[src/rtl/core/rgb_to_hsv_hsl_converter_core_defines.svh]
// Assertion macros for the RGB to HSV/HSL converter core.
// Expects clk_i and rst_ni in the scope where a macro is used.
`ifndef RGB_TO_HSV_HSL_CONVERTER_CORE_DEFINES_SVH
`define RGB_TO_HSV_HSL_CONVERTER_CORE_DEFINES_SVH

`ifndef SYNTHESIS
`define RHC_ASSERT(lbl, prop, msg) \
  lbl: assert property (@(posedge clk_i) disable iff (!rst_ni) prop) \
    else $error(msg);
`define RHC_ASSERT_IMP(lbl, ante, cons, msg) \
  `RHC_ASSERT(lbl, (ante) |-> (cons), msg)
`else
`define RHC_ASSERT(lbl, prop, msg)
`define RHC_ASSERT_IMP(lbl, ante, cons, msg)
`endif

`endif

[src/rtl/core/rhc_pkg.sv]
// Package for the RGB to HSV/HSL converter core: widths, constants, stage types.
// No dependencies.
package rhc_pkg;

  localparam int unsigned FRAC_BITS = 8;
  localparam int unsigned CH_W      = 8;
  localparam int unsigned HUE_W     = 17;
  localparam int unsigned PCT_W     = 15;

  // restoring divider width: covers 360*255*2^F plus rounding
  localparam int unsigned DIV_W     = HUE_W + FRAC_BITS;
  // level numerator: 25500*2^F + 127
  localparam int unsigned LVL_NUM_W = PCT_W + FRAC_BITS;
  // divide by 255 via reciprocal, exact for LVL_NUM_W-bit numerators
  localparam int unsigned RCP_SH    = LVL_NUM_W + CH_W;
  localparam int unsigned RCP_W     = LVL_NUM_W + 1;
  localparam int unsigned PROD_W    = LVL_NUM_W + RCP_W;
  localparam int unsigned LQ_W      = PROD_W - RCP_SH;

  localparam logic [63:0]        RCP_FULL = ((64'd1 << RCP_SH) + 64'd254) / 64'd255;
  localparam logic [RCP_W-1:0]   LVL_RCP  = RCP_FULL[RCP_W-1:0];
  localparam logic [LVL_NUM_W-1:0] LVL_RND = LVL_NUM_W'(127);

  localparam logic [DIV_W-1:0] SAT_MAX = DIV_W'(100) << FRAC_BITS;
  localparam logic [LQ_W-1:0]  LVL_MAX = LQ_W'(100) << FRAC_BITS;

  localparam logic MODE_HSV = 1'b0;
  localparam logic MODE_HSL = 1'b1;

  typedef enum logic [1:0] {
    MAX_RED,
    MAX_GREEN,
    MAX_BLUE
  } max_sel_e;

  typedef struct packed {
    logic            mode;
    logic [CH_W-1:0] r;
    logic [CH_W-1:0] g;
    logic [CH_W-1:0] b;
  } pix_t;

  typedef struct packed {
    logic            mode;
    logic            grey;
    max_sel_e        sel;
    logic [CH_W-1:0] r;
    logic [CH_W-1:0] g;
    logic [CH_W-1:0] b;
    logic [CH_W-1:0] mx;
    logic [CH_W-1:0] d;
    logic [CH_W:0]   sum;
  } ext_t;

  typedef struct packed {
    logic                 mode;
    logic                 grey;
    logic [CH_W-1:0]      d;
    logic signed [17:0]   hue_raw;
    logic [PCT_W-1:0]     sat_num;
    logic [CH_W-1:0]      sat_den;
    logic [LVL_NUM_W-1:0] lvl_num;
  } num_t;

  typedef struct packed {
    logic              mode;
    logic              grey;
    logic [DIV_W-1:0]  hue_num;
    logic [CH_W-1:0]   hue_den;
    logic [DIV_W-1:0]  sat_num;
    logic [CH_W-1:0]   sat_den;
    logic [PROD_W-1:0] lvl_prod;
  } pre_t;

  typedef struct packed {
    logic             mode;
    logic             grey;
    logic [PCT_W-1:0] level;
    logic [DIV_W-1:0] hue_acc;
    logic [CH_W-1:0]  hue_rem;
    logic [CH_W-1:0]  hue_den;
    logic [DIV_W-1:0] sat_acc;
    logic [CH_W-1:0]  sat_rem;
    logic [CH_W-1:0]  sat_den;
  } div_t;

  typedef struct packed {
    logic [HUE_W-1:0] hue;
    logic [PCT_W-1:0] sat;
    logic [PCT_W-1:0] level;
    logic             mode;
  } res_t;

endpackage

[src/rtl/core/rhc_pix_if.sv]
// Pixel input channel of the converter core: valid/ready plus mode and RGB.
// Depends on rhc_pkg.
interface rhc_pix_if import rhc_pkg::*; ();
  logic            valid;
  logic            ready;
  logic            mode;
  logic [CH_W-1:0] red_in;
  logic [CH_W-1:0] green_in;
  logic [CH_W-1:0] blue_in;

  modport source (output valid, mode, red_in, green_in, blue_in, input ready);
  modport sink   (input valid, mode, red_in, green_in, blue_in, output ready);
endinterface

[src/rtl/core/rhc_hsx_if.sv]
// Result channel of the converter core: valid/ready plus hue, saturation, level.
// Depends on rhc_pkg.
interface rhc_hsx_if import rhc_pkg::*; ();
  logic             valid;
  logic             ready;
  logic [HUE_W-1:0] hue_out;
  logic [PCT_W-1:0] sat_out;
  logic [PCT_W-1:0] level_out;
  logic             mode_out;

  modport source (output valid, hue_out, sat_out, level_out, mode_out, input ready);
  modport sink   (input valid, hue_out, sat_out, level_out, mode_out, output ready);
endinterface

[src/rtl/core/rgb_to_hsv_hsl_converter_core.sv]
// RGB to HSV/HSL converter core: pipelined min/max, numerators and two
// restoring dividers. Depends on rhc_pkg, rhc_pix_if, rhc_hsx_if and the defines header.
//
//   port   dir  modport  transaction
//   pix_i  in   sink     mode, red_in, green_in, blue_in
//   hsx_o  out  source   hue_out, sat_out, level_out, mode_out
//
// One transaction per cycle while the skid register is empty; the hue and saturation
// dividers retire one quotient bit per stage.
// Reset clears the valid bits, including the skid valid bit; payload is not reset.
// A stalled result goes to a one-entry skid register; while it is full the
// pipe holds and pix_i.ready is low.

`include "rgb_to_hsv_hsl_converter_core_defines.svh"

module rgb_to_hsv_hsl_converter_core import rhc_pkg::*; (
  input  logic       clk_i,
  input  logic       rst_ni,
  rhc_pix_if.sink    pix_i,
  rhc_hsx_if.source  hsx_o
);

  logic             adv;
  logic             v1_q, v2_q, v3_q, v4_q;
  pix_t             s1_d, s1_q;
  ext_t             s2_d, s2_q;
  num_t             s3_d, s3_q;
  pre_t             s4_d, s4_q;
  div_t             div_head;
  div_t             div_d [DIV_W];
  div_t             div_q [DIV_W];
  logic [DIV_W-1:0] dv_vld_q;
  res_t             res_last;
  res_t             skid_q;
  logic             skid_vld_d, skid_vld_q;
  res_t             res_sel;
  logic [LQ_W-1:0]  lvl_quo;

  assign adv         = !skid_vld_q;
  assign pix_i.ready = adv;

  // stage 1: input register
  always_comb begin
    s1_d.mode = pix_i.mode;
    s1_d.r    = pix_i.red_in;
    s1_d.g    = pix_i.green_in;
    s1_d.b    = pix_i.blue_in;
  end

  // stage 2: max, min, difference
  always_comb begin
    logic [CH_W-1:0] mx;
    logic [CH_W-1:0] mn;
    mx = s1_q.r;
    mn = s1_q.r;
    if (s1_q.g > mx) mx = s1_q.g;
    if (s1_q.b > mx) mx = s1_q.b;
    if (s1_q.g < mn) mn = s1_q.g;
    if (s1_q.b < mn) mn = s1_q.b;
    s2_d.mode = s1_q.mode;
    s2_d.r    = s1_q.r;
    s2_d.g    = s1_q.g;
    s2_d.b    = s1_q.b;
    s2_d.mx   = mx;
    s2_d.d    = mx - mn;
    s2_d.grey = (mx == mn);
    s2_d.sum  = {1'b0, mx} + {1'b0, mn};
    if (s1_q.r == mx) begin
      s2_d.sel = MAX_RED;
    end else if (s1_q.g == mx) begin
      s2_d.sel = MAX_GREEN;
    end else begin
      s2_d.sel = MAX_BLUE;
    end
  end

  // stage 3: raw numerators and divisors
  always_comb begin
    logic signed [17:0] rs, gs, bs, ds, diff;
    logic [PCT_W-1:0]   lvl_x;
    rs = $signed({10'd0, s2_q.r});
    gs = $signed({10'd0, s2_q.g});
    bs = $signed({10'd0, s2_q.b});
    ds = $signed({10'd0, s2_q.d});
    case (s2_q.sel)
      MAX_RED:   diff = gs - bs;
      MAX_GREEN: diff = (ds <<< 1) + bs - rs;
      MAX_BLUE:  diff = (ds <<< 2) + rs - gs;
      default:   diff = '0;
    endcase
    if (s2_q.mode == MODE_HSL) begin
      lvl_x = PCT_W'(s2_q.sum) * PCT_W'(50);
    end else begin
      lvl_x = PCT_W'(s2_q.mx) * PCT_W'(100);
    end
    if (s2_q.mode == MODE_HSV) begin
      s3_d.sat_den = s2_q.mx;
    end else if (s2_q.sum < 9'd255) begin
      s3_d.sat_den = s2_q.sum[CH_W-1:0];
    end else begin
      s3_d.sat_den = CH_W'(9'd510 - s2_q.sum);
    end
    s3_d.mode    = s2_q.mode;
    s3_d.grey    = s2_q.grey;
    s3_d.d       = s2_q.d;
    s3_d.hue_raw = diff * 18'sd60;
    s3_d.sat_num = PCT_W'(s2_q.d) * PCT_W'(100);
    s3_d.lvl_num = (LVL_NUM_W'(lvl_x) << FRAC_BITS) + LVL_RND;
  end

  // stage 4: hue wrap, scaling with rounding, level reciprocal product
  always_comb begin
    logic [HUE_W-1:0] hue360;
    logic [18:0]      hsum;
    hue360 = HUE_W'(s3_q.d) * HUE_W'(360);
    hsum   = {s3_q.hue_raw[17], s3_q.hue_raw}
           + (s3_q.hue_raw[17] ? {2'b00, hue360} : 19'd0);
    s4_d.mode     = s3_q.mode;
    s4_d.grey     = s3_q.grey;
    s4_d.hue_num  = (DIV_W'(hsum[HUE_W-1:0]) << FRAC_BITS) + DIV_W'(s3_q.d >> 1);
    s4_d.hue_den  = s3_q.d;
    s4_d.sat_num  = (DIV_W'(s3_q.sat_num) << FRAC_BITS) + DIV_W'(s3_q.sat_den >> 1);
    s4_d.sat_den  = s3_q.sat_den;
    s4_d.lvl_prod = PROD_W'(s3_q.lvl_num) * PROD_W'(LVL_RCP);
  end

  assign lvl_quo = s4_q.lvl_prod[PROD_W-1:RCP_SH];

  always_comb begin
    div_head.mode    = s4_q.mode;
    div_head.grey    = s4_q.grey;
    div_head.level   = lvl_quo[PCT_W-1:0];
    div_head.hue_acc = s4_q.hue_num;
    div_head.hue_rem = '0;
    div_head.hue_den = s4_q.hue_den;
    div_head.sat_acc = s4_q.sat_num;
    div_head.sat_rem = '0;
    div_head.sat_den = s4_q.sat_den;
  end

  // restoring divider stages, one quotient bit each
  for (genvar k = 0; k < DIV_W; k++) begin : g_div
    div_t src;
    if (k == 0) begin : g_head
      assign src = div_head;
    end else begin : g_body
      assign src = div_q[k-1];
    end

    always_comb begin
      logic [CH_W:0] hp, sp, hdf, sdf;
      logic          hge, sge;
      hp  = {src.hue_rem, src.hue_acc[DIV_W-1]};
      sp  = {src.sat_rem, src.sat_acc[DIV_W-1]};
      hdf = hp - {1'b0, src.hue_den};
      sdf = sp - {1'b0, src.sat_den};
      hge = (hp >= {1'b0, src.hue_den});
      sge = (sp >= {1'b0, src.sat_den});
      div_d[k]         = src;
      div_d[k].hue_rem = hge ? hdf[CH_W-1:0] : hp[CH_W-1:0];
      div_d[k].hue_acc = {src.hue_acc[DIV_W-2:0], hge};
      div_d[k].sat_rem = sge ? sdf[CH_W-1:0] : sp[CH_W-1:0];
      div_d[k].sat_acc = {src.sat_acc[DIV_W-2:0], sge};
    end

    always_ff @(posedge clk_i) begin
      if (adv) begin
        div_q[k] <= div_d[k];
      end
    end
  end

  always_ff @(posedge clk_i) begin
    if (adv) begin
      s1_q <= s1_d;
      s2_q <= s2_d;
      s3_q <= s3_d;
      s4_q <= s4_d;
    end
  end

  always_ff @(posedge clk_i or negedge rst_ni) begin
    if (!rst_ni) begin
      v1_q     <= 1'b0;
      v2_q     <= 1'b0;
      v3_q     <= 1'b0;
      v4_q     <= 1'b0;
      dv_vld_q <= '0;
    end else if (adv) begin
      v1_q     <= pix_i.valid;
      v2_q     <= v1_q;
      v3_q     <= v2_q;
      v4_q     <= v3_q;
      dv_vld_q <= {dv_vld_q[DIV_W-2:0], v4_q};
    end
  end

  // result formatting and output skid
  always_comb begin
    res_last.hue   = div_q[DIV_W-1].grey ? '0 : div_q[DIV_W-1].hue_acc[HUE_W-1:0];
    res_last.sat   = div_q[DIV_W-1].grey ? '0 : div_q[DIV_W-1].sat_acc[PCT_W-1:0];
    res_last.level = div_q[DIV_W-1].level;
    res_last.mode  = div_q[DIV_W-1].mode;
  end

  always_comb begin
    if (skid_vld_q) begin
      skid_vld_d = !hsx_o.ready;
    end else begin
      skid_vld_d = dv_vld_q[DIV_W-1] && !hsx_o.ready;
    end
  end

  always_ff @(posedge clk_i or negedge rst_ni) begin
    if (!rst_ni) begin
      skid_vld_q <= 1'b0;
    end else begin
      skid_vld_q <= skid_vld_d;
    end
  end

  always_ff @(posedge clk_i) begin
    if (!skid_vld_q) begin
      skid_q <= res_last;
    end
  end

  assign res_sel         = skid_vld_q ? skid_q : res_last;
  assign hsx_o.valid     = skid_vld_q || dv_vld_q[DIV_W-1];
  assign hsx_o.hue_out   = res_sel.hue;
  assign hsx_o.sat_out   = res_sel.sat;
  assign hsx_o.level_out = res_sel.level;
  assign hsx_o.mode_out  = res_sel.mode;

  `RHC_ASSERT_IMP(a_skid_load, $rose(skid_vld_q), $past(dv_vld_q[DIV_W-1] && !hsx_o.ready), "skid loaded without a stalled result")
  `RHC_ASSERT(a_pipe_hold, skid_vld_q |=> ($stable(dv_vld_q) && $stable(v4_q)), "pipe moved while skid full")
  `RHC_ASSERT_IMP(a_lvl_range, v4_q, lvl_quo <= LVL_MAX, "level quotient above full scale")
  `RHC_ASSERT_IMP(a_sat_range, dv_vld_q[DIV_W-1] && !div_q[DIV_W-1].grey, div_q[DIV_W-1].sat_acc <= SAT_MAX, "saturation quotient above full scale")

endmodule
[src/flat_wrapper.sv]
// flat-port wrapper written by rule: the top's interface ports become plain ports
module rgb_to_hsv_hsl_converter_core_flat import rhc_pkg::*;
  (clk_i, rst_ni, pix_i_valid, pix_i_mode, pix_i_red_in, pix_i_green_in, pix_i_blue_in, pix_i_ready, hsx_o_valid, hsx_o_hue_out, hsx_o_sat_out, hsx_o_level_out, hsx_o_mode_out, hsx_o_ready);
  rhc_pix_if pix_i_i ();
  rhc_hsx_if hsx_o_i ();
  input  logic clk_i;
  input  logic rst_ni;
  input wire logic [$bits(pix_i_i.valid)-1:0] pix_i_valid;
  input wire logic [$bits(pix_i_i.mode)-1:0] pix_i_mode;
  input wire logic [$bits(pix_i_i.red_in)-1:0] pix_i_red_in;
  input wire logic [$bits(pix_i_i.green_in)-1:0] pix_i_green_in;
  input wire logic [$bits(pix_i_i.blue_in)-1:0] pix_i_blue_in;
  output wire logic [$bits(pix_i_i.ready)-1:0] pix_i_ready;
  output wire logic [$bits(hsx_o_i.valid)-1:0] hsx_o_valid;
  output wire logic [$bits(hsx_o_i.hue_out)-1:0] hsx_o_hue_out;
  output wire logic [$bits(hsx_o_i.sat_out)-1:0] hsx_o_sat_out;
  output wire logic [$bits(hsx_o_i.level_out)-1:0] hsx_o_level_out;
  output wire logic [$bits(hsx_o_i.mode_out)-1:0] hsx_o_mode_out;
  input wire logic [$bits(hsx_o_i.ready)-1:0] hsx_o_ready;
  assign pix_i_i.valid = pix_i_valid;
  assign pix_i_i.mode = pix_i_mode;
  assign pix_i_i.red_in = pix_i_red_in;
  assign pix_i_i.green_in = pix_i_green_in;
  assign pix_i_i.blue_in = pix_i_blue_in;
  assign pix_i_ready = pix_i_i.ready;
  assign hsx_o_valid = hsx_o_i.valid;
  assign hsx_o_hue_out = hsx_o_i.hue_out;
  assign hsx_o_sat_out = hsx_o_i.sat_out;
  assign hsx_o_level_out = hsx_o_i.level_out;
  assign hsx_o_mode_out = hsx_o_i.mode_out;
  assign hsx_o_i.ready = hsx_o_ready;
  rgb_to_hsv_hsl_converter_core u_core (.clk_i(clk_i), .rst_ni(rst_ni), .pix_i(pix_i_i), .hsx_o(hsx_o_i));
endmodule
[config.mk]
export PLATFORM = sky130hd
export DESIGN_NAME = rgb_to_hsv_hsl_converter_core_flat
export DESIGN_NICKNAME = d
export VERILOG_FILES = /design/src/rtl/core/rhc_pkg.sv /design/src/rtl/core/rhc_pix_if.sv /design/src/rtl/core/rhc_hsx_if.sv /design/src/rtl/core/rgb_to_hsv_hsl_converter_core.sv /design/src/flat_wrapper.sv
export VERILOG_INCLUDE_DIRS = /design/src /design/src/rtl/core
export SDC_FILE = /design/constraint.sdc
export NUM_CORES = 2
export LEC_CHECK = 0
export ABC_AREA = 1
export BUFFER_PORTS_ARGS = -buffer_cell sky130_fd_sc_hd__buf_2
export CAP_MARGIN = 30
export CORE_MARGIN = 2
export CORE_UTILIZATION = 45
export CTS_BUF_LIST = sky130_fd_sc_hd__clkbuf_4
export DETAILED_ROUTE_END_ITERATION = 8
export PLACE_DENSITY = 0.68
export SETUP_SLACK_MARGIN = 0.4
export SYNTH_ARGS = -nofsm -noshare
export SYNTH_HDL_FRONTEND = slang
export SYNTH_SLANG_ARGS = --single-unit
[constraint.sdc]
create_clock -name clk_i -period 90.2 [get_ports clk_i]
set_input_delay 18.04 -clock clk_i [delete_from_list [all_inputs] [get_ports clk_i]]
set_output_delay 18.04 -clock clk_i [all_outputs]
set_load 0.005 [all_outputs]
==> results.cfg <==
[status]
status = complete, no violations

[setup_path]
crit_chain = buf_4 -> inv_8 -> nand2_1 -> nand2_1 -> buf_2
crit_buf_inv = 3
critPathRequiredTime_ns = 72.16
worstSetupEndpointType = primary output
slowest_stage = dfrtp_2
path_class = register to primary output
cp-start-kind = register
cpMostUsedCell = nand2_1
max_stage_delay_ns = 0.69
arrival_ns = 3.63
crit_family = buffers and inverters
crit_fanout = 103

[global_route]
antenna_found_initial = 5
grt_pass1_wl_um = 261000
gr-usage-all-layers = 0.154
grt_pass1_vias = 55071
grt_overflow = 0
grt_max_degree = 191

[synth]
yosys_warnings = 0
ys_ff_latch = 1907
syn_avg_cell_area_um2 = 12.0
seq_area_frac_synth = 0.631
synth_cell_type_count = 69
syn_area_mm2 = 0.0898
synth_edf_count = 1829
synthArstFlopShare = 0.0157
syn_inst = 7475
dominantRegCellSynth = edfxtp_1

[timing]
max_freq_mhz = 46.1
slew_viol_final = 0
finalHoldViolCount = 0
final-setup-viol-count = 0
fin_tns_setup_ns = 0
period_share = 0.240
fin_skew_ns = 0.153
slew_headroom = 0.336
fin_crit_ns = 21.67
rsz0062_at_grt = no
max_slew.worst_pin.slew_ns = 0.984

[cts]
cts_root_buf = clkbuf_4
cts_sinks = 1907
postCtsSetupRepairBufs = 0
clk_pin_slew_ns = 0.07
post_cts_resized = 0
cts_made_buffers = 490
clock_latency_ns = 1.40
clock_path_buffers = 4
htreeDepth = 5
cts_hold_buf = 0
tritoncts = done

[place]
portBuffers = 78
routabilityCongestion = 0.886
dp_hpwl_um = 109000

[floorplanning]
ios = 79
dieArea_mm2 = 0.203
rows = 163
coreArea_mm2 = 0.198
die_width_um = 451
die_h_um = 451
start_util = 0.454

[cells_and_area]
layout.nets = 8881
drive_gt1_frac = 0.125
syn_to_final_growth_pct = 11.0

[drt]
vias = 53620
drt_iter0_markers = 2868
drc = 0
viasPerCell = 4.86
firstDrtPassIters = 5
wl_per_cell_um = 14.1
drt_wl_total_um = 155000
ant_nets = 0

[worst_hold_path]
min_path_type = register to register

[job]
cap_violations = 0
## through the flow
step           hold slack [ns]  setup WS [ns]  instance area (um2)  utilization  std cells
6_report                 0.306          68.53                99700        0.504      11042
5_1_grt                  0.317          68.11                99700        0.504      11042
4_1_cts                  0.297          68.25                99600        0.503      11025
3_5_place_dp             0.405          69.89                93500        0.473      10174
3_3_place_gp             0.400          69.94                93500        0.473      10174
2_1_floorplan            0.400          20.24                89800            -       7477
## worst register-to-register path: stages, from the launching register on
cell,delay [ns]
dfrtp_2,0.60
buf_4,0.40
inv_8,0.61
buf_4,0.76
buf_4,0.78
buf_4,0.87
buf_4,0.30
buf_16,0.31
buf_4,0.83
## cells in the final DEF, fill, tap and decap left out, types with 20 or more instances in the layout
cell type  synthesis  layout
nand2_1         1361    1361
clkinv_2           0      30
buf_2              5      78
o21ai_0          340     340
dfrtp_1           30      29
xnor2_1          124     124
ha_1             728     728
nand3b_1          52      52
a21oi_1          270     270
or4_1             29      29
nand2_4           20      20
nor3_1            60      60
fa_1              95      95
a211oi_1          37      37
clkinv_1           1     113
dfxtp_1           48      48
edfxtp_1        1829    1829
nand2_2           77      77
nand3_1          376     376
nand4_1           39      39
nor2_1           376     376
xor2_1           106     106
inv_1           1151    1150
o21ai_1           62      62
clkbuf_4           0     691
or2_2             51      51
## registers in the layout (all words and copies together) (netlist names)
name	cells
u_core.dv_vld_q	25
u_core.v3_q	1
u_core.skid_q	48
u_core.v2_q	1
u_core.s3_q	58
u_core.v1_q	1
u_core.s1_q	25
u_core.s2_q	52
u_core.div_head	1
u_core.v4_q	1
u_core.skid_vld_q	1
u_core.div_q	1636
u_core.div_d	57
## cells in the mapped netlist (5+ instances only)
master | instances | share of area
buf_2 | 5 | 0.00028
o211ai_1 | 8 | 0.00067
nor2_1 | 376 | 0.016
edfxtp_1 | 1829 | 0.61
o21bai_2 | 5 | 0.00063
a21o_1 | 17 | 0.0014
nor3_1 | 60 | 0.0033
xor2_1 | 106 | 0.010
or2_2 | 51 | 0.0036
a21oi_2 | 17 | 0.0017
fa_1 | 95 | 0.021
o21ai_1 | 62 | 0.0035
ha_1 | 728 | 0.10
nand2_1 | 1361 | 0.057
nand2_4 | 20 | 0.0025
clkbuf_1 | 22 | 0.00092
nand2_2 | 77 | 0.0054
xnor2_1 | 124 | 0.012
dfrtp_1 | 30 | 0.0084
nand3_1 | 376 | 0.021
a31oi_1 | 18 | 0.0013
a211oi_1 | 37 | 0.0031
inv_1 | 1151 | 0.048
or3_1 | 7 | 0.00049
o21ai_0 | 340 | 0.019
nand4_1 | 39 | 0.0027
nand3_2 | 15 | 0.0017
dfxtp_1 | 48 | 0.011
or4_1 | 29 | 0.0024
a21oi_1 | 270 | 0.015
nor4_1 | 8 | 0.00056
nand3b_1 | 52 | 0.0043
o21bai_1 | 14 | 0.0012
inv_2 | 6 | 0.00025
buf_4 | 9 | 0.00075
## layer usage
metal	part of all wire	wire (um)	vias up	GRT usage
li1	-	-	27202	-
met1	0.41	64100	25084	0.175
met2	0.52	80500	949	0.280
met3	0.039	5990	383	0.0317
met4	0.030	4650	2	0.0664
met5	0.00013	20	-	0
## cell type report
type / instances / area (um2)
clock inverter: 160 / 890
multi-input combinational: 4368 / 28600
timing repair buffer: 103 / 688
sequential: 1907 / 56600
tap: 2640 / 3300
fill: 17221 / 98200
clock buffer: 691 / 5190
antenna: 14 / 35.0
inverter: 1159 / 4360
## cells by family after synthesis
| group | Yosys count | share of synthesized area |
|---|---|---|
| and+or+nand+nor | 2489 | 0.122 |
| DFF | 1907 | 0.631 |
| buffers and inverters | 1202 | 0.0514 |
| AOI/OAI and AO/OA | 823 | 0.0507 |
| adders and majority gates | 823 | 0.123 |
| xor gates and xnor gates | 230 | 0.0224 |
| other | 1 | 0.0000418 |
## path summary, 6_finish.rpt
check / startpoint / endpoint / slack, ns / depth (start not counted)
max: u_core.skid_vld_q / hsx_o_level_out[10] / 68.53 / 5
min: u_core.div_q[1][117] / u_core.div_q[1][217] / 0.31 / 0
max reg2reg: u_core.skid_vld_q / u_core.div_q[0][210] / 84.16 / 8
min reg2reg: u_core.div_q[1][117] / u_core.div_q[1][217] / 0.31 / 0
max in group asynchronous: rst_ni / u_core.v3_q / 73.03 / 1
min in group asynchronous: rst_ni / u_core.v2_q / 16.67 / 1
Power is left out: the tool's default activity adds up to more than one toggle a clock period on the data nets, which glitch-free logic cannot reach.
